File: src/rtl/core/tgd_pkg.sv
// shared types, constants and codes of the touch gesture detector
package tgd_pkg;

    // default geometry
    localparam int TGD_SENSOR_COUNT      = 4;
    localparam int TGD_CHANNELS_PER_UNIT = 12;

    // fixed field widths
    localparam int TGD_SENSOR_W = 2;
    localparam int TGD_CHAN_W   = 4;
    localparam int TGD_MASK_W   = 12;
    localparam int TGD_TIME_W   = 32;
    localparam int TGD_MS_W     = 16;
    localparam int TGD_BYPASS_W = 48;
    localparam int TGD_EN_W     = 4;
    localparam int TGD_CFG_IDX_W = 3;

    // register reset values
    localparam logic [TGD_MS_W-1:0] TGD_LONG_PRESS_RST = 16'd300;
    localparam logic [TGD_MS_W-1:0] TGD_DOUBLE_TAP_RST = 16'd200;
    localparam logic [TGD_MS_W-1:0] TGD_DEBOUNCE_RST   = 16'd10;

    // event kinds
    typedef enum logic [1:0] {
        KIND_TOUCH   = 2'd0,
        KIND_RELEASE = 2'd1,
        KIND_DOUBLE  = 2'd2,
        KIND_LONG    = 2'd3
    } t_kind;

    // configuration register indexes
    typedef enum logic [TGD_CFG_IDX_W-1:0] {
        CFG_LONG_PRESS = 3'd0,
        CFG_DOUBLE_TAP = 3'd1,
        CFG_DEBOUNCE   = 3'd2,
        CFG_BYPASS     = 3'd3,
        CFG_SENSOR_EN  = 3'd4
    } t_cfg_idx;

    // per-channel state entry
    typedef struct packed {
        logic                  touched;
        logic                  armed;
        logic                  win;
        logic                  adt;
        logic [TGD_TIME_W-1:0] pts;
        logic [TGD_TIME_W-1:0] rts;
    } t_entry;

    // timing thresholds
    typedef struct packed {
        logic [TGD_MS_W-1:0] long_ms;
        logic [TGD_MS_W-1:0] dtap_ms;
        logic [TGD_MS_W-1:0] deb_ms;
    } t_gest_cfg;

    // event kind with duration
    typedef struct packed {
        t_kind                 kind;
        logic [TGD_TIME_W-1:0] dur;
    } t_evk;

    // full event
    typedef struct packed {
        logic [TGD_SENSOR_W-1:0] sensor;
        logic [TGD_CHAN_W-1:0]   channel;
        t_kind                   kind;
        logic [TGD_TIME_W-1:0]   dur;
    } t_event;

    // token from the channel stage to the emitter
    typedef struct packed {
        logic   vld;
        logic   eoi;
        t_event ev;
    } t_tok;

endpackage

File: src/rtl/core/tgd_mem.sv
// channel state memory, one write and one registered read port, write forwarding
module tgd_mem
    import tgd_pkg::*;
#(
    parameter int DEPTH  = TGD_SENSOR_COUNT * TGD_CHANNELS_PER_UNIT,
    parameter int ADDR_W = 6
) (
    input  logic              i_clk,
    input  logic              i_re,
    input  logic [ADDR_W-1:0] i_raddr,
    input  logic              i_we,
    input  logic [ADDR_W-1:0] i_waddr,
    input  t_entry            i_wdata,
    output t_entry            o_rdata
);

    t_entry r_mem [DEPTH];
    t_entry r_rdata;

    // write port
    always_ff @(posedge i_clk) begin
        if (i_we) begin
            r_mem[i_waddr] <= i_wdata;
        end
    end

    // read port, same-cycle write to the read address is forwarded
    always_ff @(posedge i_clk) begin
        if (i_re) begin
            if (i_we && (i_waddr == i_raddr)) begin
                r_rdata <= i_wdata;
            end else begin
                r_rdata <= r_mem[i_raddr];
            end
        end
    end

    assign o_rdata = r_rdata;

endmodule

File: src/rtl/core/tgd_chan.sv
// per-channel gesture update: new state entry and up to two events
module tgd_chan
    import tgd_pkg::*;
(
    input  t_entry                i_ent,
    input  logic                  i_touch,
    input  logic                  i_byp,
    input  logic [TGD_TIME_W-1:0] i_now,
    input  t_gest_cfg             i_cfg,
    output t_entry                o_ent,
    output logic [1:0]            o_ev_cnt,
    output t_evk                  o_ev0,
    output t_evk                  o_ev1
);

    logic [TGD_TIME_W-1:0] d_rel;
    logic [TGD_TIME_W-1:0] d_prs;
    logic [TGD_TIME_W-1:0] held;
    logic [TGD_TIME_W-1:0] gap;
    logic                  chg;
    logic                  pressed_now;
    logic                  released_now;
    logic                  dt_hit;
    logic                  long_hit;
    t_entry                ent;
    logic [1:0]            cnt;
    t_evk                  ev0;
    t_evk                  ev1;

    // time since last release and since last press, modulo 2^32
    assign d_rel = i_now - i_ent.rts;
    assign d_prs = i_now - i_ent.pts;

    // qualified edge
    assign chg          = (i_touch != i_ent.touched) && (d_rel > TGD_TIME_W'(i_cfg.deb_ms));
    assign pressed_now  = chg && i_touch;
    assign released_now = chg && !i_touch;

    // times against the updated timestamps
    assign held = pressed_now  ? '0 : d_prs;
    assign gap  = released_now ? '0 : d_rel;

    always_comb begin
        ent         = i_ent;
        ent.touched = i_touch;
        cnt         = 2'd0;
        ev0         = '{kind: KIND_TOUCH, dur: '0};
        ev1         = '{kind: KIND_TOUCH, dur: '0};
        dt_hit      = 1'b0;
        long_hit    = 1'b0;
        if (i_byp) begin
            // raw edges only
            if (i_touch != i_ent.touched) begin
                cnt      = 2'd1;
                ev0.kind = i_touch ? KIND_TOUCH : KIND_RELEASE;
            end
        end else begin
            // touch or release
            if (pressed_now) begin
                ent.pts = i_now;
                cnt     = 2'd1;
                if (i_ent.win && (d_rel <= TGD_TIME_W'(i_cfg.dtap_ms))) begin
                    ev0.kind = KIND_DOUBLE;
                    ent.win  = 1'b0;
                    ent.adt  = 1'b1;
                    dt_hit   = 1'b1;
                end else begin
                    ev0.kind  = KIND_TOUCH;
                    ent.win   = 1'b1;
                    ent.adt   = 1'b0;
                    ent.armed = 1'b1;
                end
            end else if (released_now) begin
                ent.rts = i_now;
                if (i_ent.armed) begin
                    if (d_prs < TGD_TIME_W'(i_cfg.long_ms)) begin
                        if (!i_ent.adt) begin
                            ent.win = 1'b1;
                        end
                    end else begin
                        ent.win = 1'b0;
                    end
                    ent.armed = 1'b0;
                    ent.adt   = 1'b0;
                end
                cnt      = 2'd1;
                ev0.kind = KIND_RELEASE;
            end
            if (!dt_hit) begin
                // long press check
                long_hit = i_touch && ent.armed && (held >= TGD_TIME_W'(i_cfg.long_ms));
                if (long_hit) begin
                    if (cnt == 2'd0) begin
                        ev0 = '{kind: KIND_LONG, dur: held};
                    end else begin
                        ev1 = '{kind: KIND_LONG, dur: held};
                    end
                    cnt       = cnt + 2'd1;
                    ent.armed = 1'b0;
                    ent.win   = 1'b0;
                end
                // double tap window expiry
                if (ent.win && !i_touch && (gap > TGD_TIME_W'(i_cfg.dtap_ms))) begin
                    ent.win = 1'b0;
                    ent.adt = 1'b0;
                end
            end
        end
    end

    assign o_ent    = ent;
    assign o_ev_cnt = cnt;
    assign o_ev0    = ev0;
    assign o_ev1    = ev1;

endmodule

File: src/rtl/core/tgd_emit.sv
// event hold stage and output register; marks the final event of each sample
module tgd_emit
    import tgd_pkg::*;
(
    input  logic   i_clk,
    input  logic   i_rst_n,
    input  t_tok   i_tok,
    output logic   o_tok_ready,
    output logic   o_out_valid,
    input  logic   i_out_ready,
    output t_event o_ev,
    output logic   o_last
);

    logic   r_h_vld;
    t_event r_h_ev;
    logic   r_o_vld;
    t_event r_o_ev;
    logic   r_o_last;
    logic   o_free;
    logic   tok_fire;
    logic   push;

    assign o_free      = !r_o_vld || i_out_ready;
    assign o_tok_ready = !r_h_vld || o_free;
    assign tok_fire    = i_tok.vld && o_tok_ready;
    assign push        = tok_fire && r_h_vld;

    // hold register: an event waits here until the next event or the end of its sample
    always_ff @(posedge i_clk) begin
        if (!i_rst_n) begin
            r_h_vld <= 1'b0;
        end else if (tok_fire) begin
            r_h_vld <= !i_tok.eoi;
        end
    end

    always_ff @(posedge i_clk) begin
        if (tok_fire && !i_tok.eoi) begin
            r_h_ev <= i_tok.ev;
        end
    end

    // output register
    always_ff @(posedge i_clk) begin
        if (!i_rst_n) begin
            r_o_vld <= 1'b0;
        end else if (push) begin
            r_o_vld <= 1'b1;
        end else if (i_out_ready) begin
            r_o_vld <= 1'b0;
        end
    end

    always_ff @(posedge i_clk) begin
        if (push) begin
            r_o_ev   <= r_h_ev;
            r_o_last <= i_tok.eoi;
        end
    end

    assign o_out_valid = r_o_vld;
    assign o_ev        = r_o_ev;
    assign o_last      = r_o_last;

endmodule

File: src/rtl/core/touch_gesture_detector.sv
// touch gesture detector top level: config registers, channel sequencer, state memory stage
//
// Each enabled sample is walked channel by channel through one read-modify-write of the
// channel state memory per cycle unless the channel stage stalls; events leave one per
// cycle through an output register unless the output stalls. A channel with two events
// in one sample (touch and long press with a zero long press time) passes them in turn
// before its entry is written back; a sample for a disabled sensor walks no channels.
// The next sample is taken in the cycle the current one closes. The rate is set by the
// single state memory port and the one-event-per-cycle output. No clearing pass is needed
// after reset: per-entry valid flags make untouched entries read as zero. The user must
// write configuration only while no sample is in flight; the block does not enforce it.
module touch_gesture_detector
    import tgd_pkg::*;
#(
    parameter int SENSOR_COUNT      = TGD_SENSOR_COUNT,
    parameter int CHANNELS_PER_UNIT = TGD_CHANNELS_PER_UNIT
) (
    input  logic                     i_clk,
    input  logic                     i_rst_n,
    // configuration
    input  logic                     i_cfg_valid,
    output logic                     o_cfg_ready,
    input  logic [TGD_CFG_IDX_W-1:0] i_cfg_index,
    input  logic [TGD_BYPASS_W-1:0]  i_cfg_data,
    // samples
    input  logic                     i_in_valid,
    output logic                     o_in_ready,
    input  logic [TGD_SENSOR_W-1:0]  i_sensor_index,
    input  logic [TGD_MASK_W-1:0]    i_touch_mask,
    input  logic [TGD_TIME_W-1:0]    i_now_ms,
    // events
    output logic                     o_out_valid,
    input  logic                     i_out_ready,
    output logic [TGD_SENSOR_W-1:0]  o_event_sensor,
    output logic [TGD_CHAN_W-1:0]    o_event_channel,
    output logic [1:0]               o_event_kind,
    output logic [TGD_TIME_W-1:0]    o_press_duration,
    output logic                     o_last_event
);

    localparam int TOTAL  = SENSOR_COUNT * CHANNELS_PER_UNIT;
    localparam int ADDR_W = (TOTAL > 1) ? $clog2(TOTAL) : 1;
    localparam int CNT_W  = $clog2(CHANNELS_PER_UNIT + 1);
    localparam int CIDX_W = (CHANNELS_PER_UNIT > 1) ? $clog2(CHANNELS_PER_UNIT) : 1;
    localparam int BEXT_W = (TOTAL > TGD_BYPASS_W) ? TOTAL : TGD_BYPASS_W;
    localparam int MEXT_W = (CHANNELS_PER_UNIT > TGD_MASK_W) ? CHANNELS_PER_UNIT : TGD_MASK_W;

    // configuration registers
    logic [TGD_MS_W-1:0]     r_long_ms;
    logic [TGD_MS_W-1:0]     r_dtap_ms;
    logic [TGD_MS_W-1:0]     r_deb_ms;
    logic [TGD_BYPASS_W-1:0] r_bypass;
    logic [TGD_EN_W-1:0]     r_sen_en;
    logic                    cfg_wr;
    logic                    byp_wr;
    logic [BEXT_W-1:0]       cfg_data_ext;
    logic [BEXT_W-1:0]       bypass_ext;
    logic [TOTAL-1:0]        cfg_byp_bit;
    logic [TOTAL-1:0]        byp_vec;
    t_gest_cfg               gcfg;

    // sequencer
    logic                    r_busy;
    logic [CNT_W-1:0]        r_chan;
    logic [TGD_SENSOR_W-1:0] r_sensor;
    logic [TGD_MASK_W-1:0]   r_mask;
    logic [TGD_TIME_W-1:0]   r_now;
    logic [MEXT_W-1:0]       mask_ext;
    logic [CHANNELS_PER_UNIT-1:0] touch_vec;
    logic                    in_acc;
    logic                    sample_ok;
    logic                    issue;
    logic                    issue_end;
    logic                    issue_rd;
    logic [ADDR_W-1:0]       issue_addr;

    // channel stage
    logic                    r_s1_vld;
    logic                    r_s1_eoi;
    logic                    r_s1_sub;
    logic [ADDR_W-1:0]       r_s1_addr;
    logic [TGD_CHAN_W-1:0]   r_s1_chan;
    logic [TGD_SENSOR_W-1:0] r_s1_sensor;
    logic                    r_s1_touch;
    logic [TGD_TIME_W-1:0]   r_s1_now;
    logic [TOTAL-1:0]        r_entry_vld;
    logic [TOTAL-1:0]        r_flag_clr;
    t_entry                  mem_rd;
    t_entry                  ent_in;
    t_entry                  ent_out;
    logic [1:0]              ev_cnt;
    t_evk                    ev0;
    t_evk                    ev1;
    logic                    s1_evt;
    logic                    s1_fire;
    logic                    s1_last;
    logic                    s1_done;
    logic                    st1_free;
    logic                    mem_we;
    t_tok                    tok;
    logic                    tok_ready;
    t_event                  out_ev;

    // configuration writes
    assign o_cfg_ready = 1'b1;
    assign cfg_wr      = i_cfg_valid && o_cfg_ready;
    assign byp_wr      = cfg_wr && (t_cfg_idx'(i_cfg_index) == CFG_BYPASS);

    always_ff @(posedge i_clk) begin
        if (!i_rst_n) begin
            r_long_ms <= TGD_LONG_PRESS_RST;
            r_dtap_ms <= TGD_DOUBLE_TAP_RST;
            r_deb_ms  <= TGD_DEBOUNCE_RST;
            r_bypass  <= '0;
            r_sen_en  <= '0;
        end else if (cfg_wr) begin
            unique case (t_cfg_idx'(i_cfg_index))
                CFG_LONG_PRESS: r_long_ms <= i_cfg_data[TGD_MS_W-1:0];
                CFG_DOUBLE_TAP: r_dtap_ms <= i_cfg_data[TGD_MS_W-1:0];
                CFG_DEBOUNCE:   r_deb_ms  <= i_cfg_data[TGD_MS_W-1:0];
                CFG_BYPASS:     r_bypass  <= i_cfg_data;
                CFG_SENSOR_EN:  r_sen_en  <= i_cfg_data[TGD_EN_W-1:0];
                default: begin
                end
            endcase
        end
    end

    assign gcfg = '{long_ms: r_long_ms, dtap_ms: r_dtap_ms, deb_ms: r_deb_ms};

    // bypass bits per state entry; entries past the bypass register width are never bypassed
    assign cfg_data_ext = BEXT_W'(i_cfg_data);
    assign bypass_ext   = BEXT_W'(r_bypass);
    assign cfg_byp_bit  = cfg_data_ext[TOTAL-1:0];
    assign byp_vec      = bypass_ext[TOTAL-1:0];

    // touch bit per channel; channels past the mask width read untouched
    assign mask_ext  = MEXT_W'(r_mask);
    assign touch_vec = mask_ext[CHANNELS_PER_UNIT-1:0];

    // sample intake
    assign sample_ok  = (32'(i_sensor_index) < SENSOR_COUNT) && r_sen_en[i_sensor_index];
    assign issue      = r_busy && st1_free;
    assign issue_end  = issue && (r_chan == CNT_W'(CHANNELS_PER_UNIT));
    assign issue_rd   = issue && !issue_end;
    assign o_in_ready = !r_busy || issue_end;
    assign in_acc     = i_in_valid && o_in_ready;
    assign issue_addr = ADDR_W'(32'(r_sensor) * CHANNELS_PER_UNIT + 32'(r_chan));

    always_ff @(posedge i_clk) begin
        if (!i_rst_n) begin
            r_busy <= 1'b0;
            r_chan <= '0;
        end else begin
            if (in_acc) begin
                r_busy <= sample_ok;
                r_chan <= '0;
            end else if (issue_end) begin
                r_busy <= 1'b0;
            end else if (issue_rd) begin
                r_chan <= r_chan + CNT_W'(1);
            end
        end
    end

    always_ff @(posedge i_clk) begin
        if (in_acc) begin
            r_sensor <= i_sensor_index;
            r_mask   <= i_touch_mask;
            r_now    <= i_now_ms;
        end
    end

    // channel stage control
    always_ff @(posedge i_clk) begin
        if (!i_rst_n) begin
            r_s1_vld <= 1'b0;
            r_s1_sub <= 1'b0;
        end else begin
            if (issue) begin
                r_s1_vld <= 1'b1;
            end else if (s1_done) begin
                r_s1_vld <= 1'b0;
            end
            if (s1_done) begin
                r_s1_sub <= 1'b0;
            end else if (s1_fire) begin
                r_s1_sub <= 1'b1;
            end
        end
    end

    always_ff @(posedge i_clk) begin
        if (issue) begin
            r_s1_eoi    <= issue_end;
            r_s1_addr   <= issue_addr;
            r_s1_chan   <= TGD_CHAN_W'(r_chan[CIDX_W-1:0]);
            r_s1_sensor <= r_sensor;
            r_s1_touch  <= touch_vec[r_chan[CIDX_W-1:0]];
            r_s1_now    <= r_now;
        end
    end

    // entry valid flags and pending flag clears from bypass writes
    always_ff @(posedge i_clk) begin
        if (!i_rst_n) begin
            r_entry_vld <= '0;
            r_flag_clr  <= '0;
        end else begin
            for (int i = 0; i < TOTAL; i++) begin
                if (mem_we && (r_s1_addr == ADDR_W'(i))) begin
                    r_entry_vld[i] <= 1'b1;
                    r_flag_clr[i]  <= 1'b0;
                end else if (byp_wr && cfg_byp_bit[i]) begin
                    r_flag_clr[i] <= 1'b1;
                end
            end
        end
    end

    tgd_mem #(
        .DEPTH  (TOTAL),
        .ADDR_W (ADDR_W)
    ) u_mem (
        .i_clk   (i_clk),
        .i_re    (issue_rd),
        .i_raddr (issue_addr),
        .i_we    (mem_we),
        .i_waddr (r_s1_addr),
        .i_wdata (ent_out),
        .o_rdata (mem_rd)
    );

    // entry as seen after reset and bypass clears
    always_comb begin
        ent_in = r_entry_vld[r_s1_addr] ? mem_rd : '0;
        if (r_flag_clr[r_s1_addr]) begin
            ent_in.armed = 1'b0;
            ent_in.win   = 1'b0;
            ent_in.adt   = 1'b0;
        end
    end

    tgd_chan u_chan (
        .i_ent    (ent_in),
        .i_touch  (r_s1_touch),
        .i_byp    (byp_vec[r_s1_addr]),
        .i_now    (r_s1_now),
        .i_cfg    (gcfg),
        .o_ent    (ent_out),
        .o_ev_cnt (ev_cnt),
        .o_ev0    (ev0),
        .o_ev1    (ev1)
    );

    // one event per cycle unless the emitter stalls; entry written back on the last step
    assign s1_evt   = !r_s1_eoi && (ev_cnt > {1'b0, r_s1_sub});
    assign tok.vld  = r_s1_vld && (r_s1_eoi || s1_evt);
    assign tok.eoi  = r_s1_eoi;
    assign tok.ev   = '{sensor:  r_s1_sensor,
                        channel: r_s1_chan,
                        kind:    r_s1_sub ? ev1.kind : ev0.kind,
                        dur:     r_s1_sub ? ev1.dur  : ev0.dur};
    assign s1_fire  = r_s1_vld && (!tok.vld || tok_ready);
    assign s1_last  = r_s1_eoi || r_s1_sub || (ev_cnt != 2'd2);
    assign s1_done  = s1_fire && s1_last;
    assign st1_free = !r_s1_vld || s1_done;
    assign mem_we   = s1_done && !r_s1_eoi;

    tgd_emit u_emit (
        .i_clk       (i_clk),
        .i_rst_n     (i_rst_n),
        .i_tok       (tok),
        .o_tok_ready (tok_ready),
        .o_out_valid (o_out_valid),
        .i_out_ready (i_out_ready),
        .o_ev        (out_ev),
        .o_last      (o_last_event)
    );

    assign o_event_sensor   = out_ev.sensor;
    assign o_event_channel  = out_ev.channel;
    assign o_event_kind     = out_ev.kind;
    assign o_press_duration = out_ev.dur;

endmodule

File: config.mk
export PLATFORM = sky130hd
export DESIGN_NAME = touch_gesture_detector
export DESIGN_NICKNAME = d
export VERILOG_FILES = /design/src/rtl/core/tgd_pkg.sv /design/src/rtl/core/tgd_mem.sv /design/src/rtl/core/tgd_chan.sv /design/src/rtl/core/tgd_emit.sv /design/src/rtl/core/touch_gesture_detector.sv
export SDC_FILE = /design/constraint.sdc
export NUM_CORES = 2
export LEC_CHECK = 0
export ABC_CLOCK_PERIOD_IN_PS = 43900
export BUFFER_PORTS_ARGS = -buffer_cell sky130_fd_sc_hd__buf_2
export CAP_MARGIN = 20
export CORE_MARGIN = 2
export CORE_UTILIZATION = 50
export DETAILED_ROUTE_END_ITERATION = 6
export GPL_TIMING_DRIVEN = 0
export HOLD_SLACK_MARGIN = 0.03
export PLACE_DENSITY = 0.69
export SYNTH_ARGS = -nofsm -noshare
export SYNTH_HDL_FRONTEND = slang
export SYNTH_SLANG_ARGS = --single-unit
export TNS_END_PERCENT = 50
File: constraint.sdc
create_clock -name i_clk -period 43.9 [get_ports i_clk]
set_input_delay 13.17 -clock i_clk [delete_from_list [all_inputs] [get_ports i_clk]]
set_output_delay 13.17 -clock i_clk [all_outputs]
set_load 0.02 [all_outputs]
* Word level (Yosys, flattened, before mapping) *
Memory sizes are Yosys's and may differ from the RTL's. A register that Yosys moved wholly into a read port is not among the register bits.
Index checks and enable logic that the tools add are counted.
Widths: inputs -> output; s select.

operators by class
  add/subtract/negate cells = 5
  multiply operators = 1
  div/mod/pow operators = 0
  order comparisons = 9
  eq/ne operators = 54
  shift-type cells = 0
  multiplexer cells = 64
  bitwise operators = 2
  reduce and logical (&&, ||, !) cells = 195

operators by type and width
  kind                number
  $mux 34             7
  $mux 32             7
  $logic_and 1x1->1   117
  $reduce_or 2->1     50
  $eq 6x5->1 const B  16
  $eq 6x6->1 const B  16
  $mux 68             1
  $mux 67             1
  $gt 32x16->1        2
  $sub 32x32->32      2
  $eq 6x4->1 const B  8
  $ge 32x16->1        1
  $le 32x16->1        1
  $lt 32x16->1        1
  $mux 2              16
  $eq 6x3->1 const B  4
  $mux 1              22
  $bmux 1 s6          3
  $mux 3              5
  $eq 6x2->1 const B  2
  $reduce_and 2->1    6
  $logic_not 1->1     8
  $logic_or 1x1->1    8
  $lt 6x7->1 const B  1
  other kinds (21)    25

storage, ports and cells
  register bits = 378
  bits in latches = 0
  RAM bits = 3264
  ROM bits = 0
  output and inout port bits = 44
  word-level logic and storage cells = 456
  memories kept = 1

memory list
  memory       depth  bits a word  rd ports  clocked after memory_dff  write ports  line           source
  u_mem.r_mem  48     68           1         1                         1            tgd_mem.sv:17  t_entry r_mem [DEPTH];

* Logic depth before layout (Yosys ltp) *
  depth in word-level cells = 29
  depth in mapped cells = 52
  gate-level depth less buffers = 48

* Cells and area by module *
Synthesis repeated with hierarchy kept, for this count alone.

second synthesis, totals
  cell total of the unflattened synthesis = 7849
  area total of the unflattened synthesis = 148967.9 µm²

modules (own cells, without submodules)
  module                  times used  cells each  area an instance (µm²)  seq. area each (µm²)
  tgd_mem                 1           5447        126839.1                100056.0
  touch_gesture_detector  1           1149        12139.1                 6766.5
  tgd_chan                1           1159        7454.6                  0.0
  tgd_emit                1           94          2534.9                  2472.4

* Worst setup path after synthesis *
OpenSTA, ideal clock, no wires.

  path type = input-to-output
  start point = input port i_out_ready
  end point = output port o_in_ready
  arrival time = 14212 ps
  required time = 30730 ps
  path slack = 16518 ps
  cell stages on the path = 5
  buffers on the path = 0
  cells stage by stage = nor2b_1 > nand2_1 > o22ai_1 > and3_1 > o21ai_0

on the way
  word-level cells in the longest chain between the ends = 9

ends and longest elaborated chain
  item               line                           source
  from (decl)        touch_gesture_detector.sv:33   input logic i_out_ready,
  $logic_or 1x1->1   tgd_emit.sv:24                 assign o_free = !r_o_vld || i_out_ready;
  $logic_or 1x1->1   tgd_emit.sv:25                 assign o_tok_ready = !r_h_vld || o_free;
  $logic_or 1x1->1   touch_gesture_detector.sv:264  assign s1_fire = r_s1_vld && (!tok.vld || tok_ready);
  $logic_and 1x1->1  touch_gesture_detector.sv:264
  $logic_and 1x1->1  touch_gesture_detector.sv:266  assign s1_done = s1_fire && s1_last;
  $logic_or 1x1->1   touch_gesture_detector.sv:267  assign st1_free = !r_s1_vld || s1_done;
  $logic_and 1x1->1  touch_gesture_detector.sv:143  assign issue = r_busy && st1_free;
  $logic_and 1x1->1  touch_gesture_detector.sv:144  assign issue_end = issue && (r_chan == CNT_W'(CHANNELS_PER_UNIT));
  $logic_or 1x1->1   touch_gesture_detector.sv:146  assign o_in_ready = !r_busy || issue_end;
  to (decl)          touch_gesture_detector.sv:27   output logic o_in_ready,

Every way passes these cells.

* Worst setup path after layout *
Ends and elaborated chain as after synthesis.

==> results <==
- The instance count after placement with tap cells included is 11800.
- The routed wire length per instance is 33.6 um.
- The effective utilization at floorplan is 50.2%.
- The worst register-to-register path begins at r_s1_addr[1]$_DFFE_PP_.
- The mean number of vias per cell is 6.43.
- From synthesis to final layout, the design area changed by 16.9%.
- The setup check on the worst reg-to-reg path leaves a slack of 28.57 ns.
- The clock period could shrink to 27.98 ns.
- The number of different library cells used by synthesis comes to 82.
- Setup repair after global routing left no endpoint under its margin.
- The startpoint identified for the worst hold timing path is u_emit.r_h_ev[20]$_DFFE_PP_.
- Of the cells placed in the final design, the portion with a size suffix greater than 1 is 27.5%.
- The number of cells on the worst reg-to-reg path is 54.
- The CTS clock-pin slew for the worst setup and hold paths is 0.06 ns.
- After global routing the overflow that remains totals 0.
- The maximum fanout encountered on the critical timing path is 5.
- The number of instances resized during post-cts repair is 0.
- The total iterations of the first detailed-routing run is 7.
- During synthesis, Yosys emitted a total of 0 warnings.
- The cell count after synthesis is 7312.
- The cell area reported after detailed placement is 160000 um2.
- The clock latency at the later pin of the worst-skew pair is 0.93 ns.
- 146 I/O pins were placed.
- The worst min-delay path category is flop to flop.
- Derived from the worst setup path, the maximum achievable clock frequency is 0.0357 GHz.
- The clock passes through at most 4 buffers.
- The run finished, with violations left.
- The initial antenna violation count is 16.
- After routing, the total negative slack on setup checks comes to 0 ns.
- The total leakage power is 54.4 nW.
- Counting flops with an async set or reset pin after synthesis yields a share of 0%.
- In this run the vertical extent of the chip is 547 um.
- The number of hold buffers added after CTS was 0.
- At the worst endpoint, the required time is 30.73 ns.
- In the final layout, the multi-input gates occupy 37300 um2.
- The global-route usage over all layers is 27.6%.
- At the pin with the least slew margin, the transition time is 1.21 ns.
- The final hold violation count came to 0.
- The global-route wire length before repair is 586000 um.
- The CTS sink count is 3708.
- The TritonCTS clock tree is done.
- The number of max-cap violations is 0.
- After legalization and detailed placement, the total HPWL measured 290000 um.
- Counting the fill cells in the layout gives 20600.
- Setup violations remaining at the end of the flow were counted as 0.
- The data arrival time of the worst path is 14.81 ns.
- For this block, the routed nets add up to 418000 um of wire.
- Clock skew on the completed layout was measured at 0.0694 ns.
- The share of the clock period used by the worst path after layout is 63.7%.
- The number of synthesized flops with an enable pin is 3503.
- The count of nets left with antenna violations after detail routing is 0.
- The die area is 299000 um2.
- The mean area per synthesized cell is 20.2 um2.
- The number of nets in the synthesized netlist is 7567.
- The count of port buffers added during placement is 144.
- The footprint of the flip-flops and latches is 109000 um2.
- The endpoint with the worst hold slack is u_emit.o_ev[20]$_DFFE_PP_.
- With fillers left out, the area of the finished cells amounts to 172000 um2.
- The width of the die is 547 um.
- The total power divided by cell area is 41.2 nW/um2.
- The number of slew-limit violations in the final report is 0.
- The worst voltage drop across the vdd grid is 29.5 uV.
- The cell at the root of the clock tree is sky130_fd_sc_hd__clkbuf_16.
- The remaining max-slew budget at the tightest pin is 19.6%.
- For this run, design rule violations remaining after detail routing come to 74.
- The cell area that synthesis handed to floorplanning was 148000 um2.
- The layout net count is 8504.
- The worst setup path is captured at an output pin.
- After the first detailed-routing iteration, the DRC count stood at 12000.
- The final reports fail on design-rule violations.
- The via count of the first global-routing pass is 79200.
- The number of buffers inserted to repair setup after CTS is 0.
- The clock buffer count from CTS is 366.
- The kind of launch point of the worst setup path is an input pin.
- After layout, the design draws a total of 7.10 mW.
- In the synthesized netlist the dominant register cell turns out to be sky130_fd_sc_hd__edfxtp_1.
- The path type of the worst setup path is input pin to output pin.
- The worst hold path stage count is 0.
- The number of storage elements in the synthesis netlist is 3708.
- The total number of vias is 80100.
- The floorplan step defined a core boundary enclosing 294000 um2.
- The share of synthesized area occupied by flip-flops and latches is 74.1%.
- The destination of the worst register-to-register timing path is u_mem.r_mem[41][10]$_DFFE_PP_.
- The routability congestion estimate is 0.946.
- The CTS H-tree depth is 5.
- The final cell count without fillers is 12500.
- The floorplan has 199 rows.
- The largest net degree at the start of global routing is 50.
## logic make-up after synthesis
group                      after synthesis  share of synthesized area [%]
adders and majority gates              153                           1.31
other                                    1                        0.00254
DFF                                   3708                           74.1
AOI/OAI and AO/OA                      705                           2.93
xor gates and xnor gates                54                          0.321
and+or+nand+nor                        996                           2.98
buffers and inverters                  511                           1.36
muxes                                 1184                           17.0
## cell usage after synthesis (5+ instances only)
| cell | instances | share of area, % |
|---|---|---|
| sky130_fd_sc_hd__o2111ai_1 | 8 | 0.048 |
| sky130_fd_sc_hd__o31ai_1 | 5 | 0.025 |
| sky130_fd_sc_hd__mux2_2 | 53 | 0.40 |
| sky130_fd_sc_hd__nor2b_1 | 36 | 0.15 |
| sky130_fd_sc_hd__nand3_1 | 67 | 0.23 |
| sky130_fd_sc_hd__edfxtp_1 | 3503 | 71 |
| sky130_fd_sc_hd__a211o_1 | 6 | 0.036 |
| sky130_fd_sc_hd__mux4_2 | 1051 | 16 |
| sky130_fd_sc_hd__and3_1 | 26 | 0.11 |
| sky130_fd_sc_hd__nand2b_1 | 20 | 0.085 |
| sky130_fd_sc_hd__ha_1 | 150 | 1.3 |
| sky130_fd_sc_hd__nor2_1 | 212 | 0.54 |
| sky130_fd_sc_hd__a31oi_1 | 45 | 0.19 |
| sky130_fd_sc_hd__nor4_1 | 6 | 0.025 |
| sky130_fd_sc_hd__buf_1 | 93 | 0.24 |
| sky130_fd_sc_hd__o21a_1 | 31 | 0.16 |
| sky130_fd_sc_hd__and2_1 | 18 | 0.076 |
| sky130_fd_sc_hd__o211ai_1 | 25 | 0.13 |
| sky130_fd_sc_hd__a2111oi_0 | 5 | 0.030 |
| sky130_fd_sc_hd__a22oi_1 | 7 | 0.036 |
| sky130_fd_sc_hd__clkbuf_1 | 264 | 0.67 |
| sky130_fd_sc_hd__or2_2 | 8 | 0.034 |
| sky130_fd_sc_hd__buf_2 | 18 | 0.061 |
| sky130_fd_sc_hd__nand2_1 | 484 | 1.2 |
| sky130_fd_sc_hd__xnor2_1 | 26 | 0.15 |
| sky130_fd_sc_hd__o21ai_1 | 19 | 0.064 |
| sky130_fd_sc_hd__a21o_1 | 42 | 0.21 |
| sky130_fd_sc_hd__inv_1 | 120 | 0.31 |
| sky130_fd_sc_hd__a211oi_1 | 39 | 0.20 |
| sky130_fd_sc_hd__xor2_1 | 28 | 0.17 |
| sky130_fd_sc_hd__o21ai_0 | 135 | 0.46 |
| sky130_fd_sc_hd__nand4_1 | 33 | 0.14 |
| sky130_fd_sc_hd__mux2i_1 | 63 | 0.43 |
| sky130_fd_sc_hd__mux2_1 | 17 | 0.13 |
| sky130_fd_sc_hd__nor3_1 | 55 | 0.19 |
| sky130_fd_sc_hd__a21oi_1 | 275 | 0.93 |
| sky130_fd_sc_hd__buf_6 | 5 | 0.038 |
| sky130_fd_sc_hd__buf_4 | 7 | 0.036 |
| sky130_fd_sc_hd__dfxtp_1 | 205 | 2.8 |
| sky130_fd_sc_hd__or3_1 | 13 | 0.055 |
## metal layers
metal	wire length [um]	vias up	GRT usage, %
met5	64	-	0
met4	17400	6	10.7
met3	48700	722	6.22
met2	192000	5231	42.2
met1	160000	42200	39.0
li1	-	32000	-
## area by class of cell
cell class | count | area share [%]
antenna | 4 | 0.00581
buffer | 387 | 0.898
clock buffer | 460 | 5.59
clock inverter | 195 | 1.03
inverter | 124 | 0.270
multi-input combinational | 3093 | 21.6
sequential | 3708 | 63.4
tap | 3919 | 2.84
timing repair buffer | 569 | 4.36
## worst max-delay path by stage
stage,cells after the start,from,to
after floorplan,5,i_out_ready,o_in_ready
after global placement,7,i_out_ready,o_in_ready
after detailed placement,7,i_out_ready,o_in_ready
after CTS,7,i_out_ready,o_in_ready
after global routing,7,i_out_ready,o_in_ready
final,7,i_out_ready,o_in_ready
## placed cells by master (no fill, tap or decap), drive strengths merged, types with 141 or more instances in the layout
master | synthesis | layout
edfxtp | 3503 | 3503
mux4 | 1051 | 1051
clkbuf | 264 | 724
buf | 123 | 692
nand2 | 484 | 484
a21oi | 275 | 275
nor2 | 212 | 212
dfxtp | 205 | 205
o21ai | 154 | 154
ha | 150 | 150
clkinv | 2 | 141
## registers in the layout, summed over array words and instances (netlist names), 40 cells and up
| register | cells |
|---|---|
| byp_vec | 48 |
| r_entry_vld | 48 |
| r_flag_clr | 48 |
| u_emit.o_ev | 40 |
| u_emit.r_h_ev | 40 |
| u_mem.o_rdata | 68 |
| u_mem.r_mem | 3264 |
## stage by stage
step / util (%) / hold slack [ns] / setup slack, ns
5_1_grt: 58.7 / 0.417 / 15.83
3_3_place_gp: 52.1 / 0.404 / 15.99
3_5_place_dp: 54.6 / 0.405 / 15.98
6_report: 58.7 / 0.413 / 15.92
2_1_floorplan: - / 0.400 / 16.52
4_1_cts: 58.5 / 0.414 / 15.97
## power breakdown
group	switching [mW]	internal, mW	leakage [nW]
combinational	0.140	0.0731	15.2
sequential	0.00579	3.84	33.7
clock	1.32	1.71	5.53
## critical path, cell delays in order
cell and delay, ns:
sky130_fd_sc_hd__buf_2 0.10, sky130_fd_sc_hd__nor2b_1 0.40, sky130_fd_sc_hd__nand2_1 0.23, sky130_fd_sc_hd__o22ai_1 0.17
sky130_fd_sc_hd__and3_1 0.25, sky130_fd_sc_hd__o21ai_0 0.25, sky130_fd_sc_hd__buf_2 0.24
(Power assumes the default switching activity.)
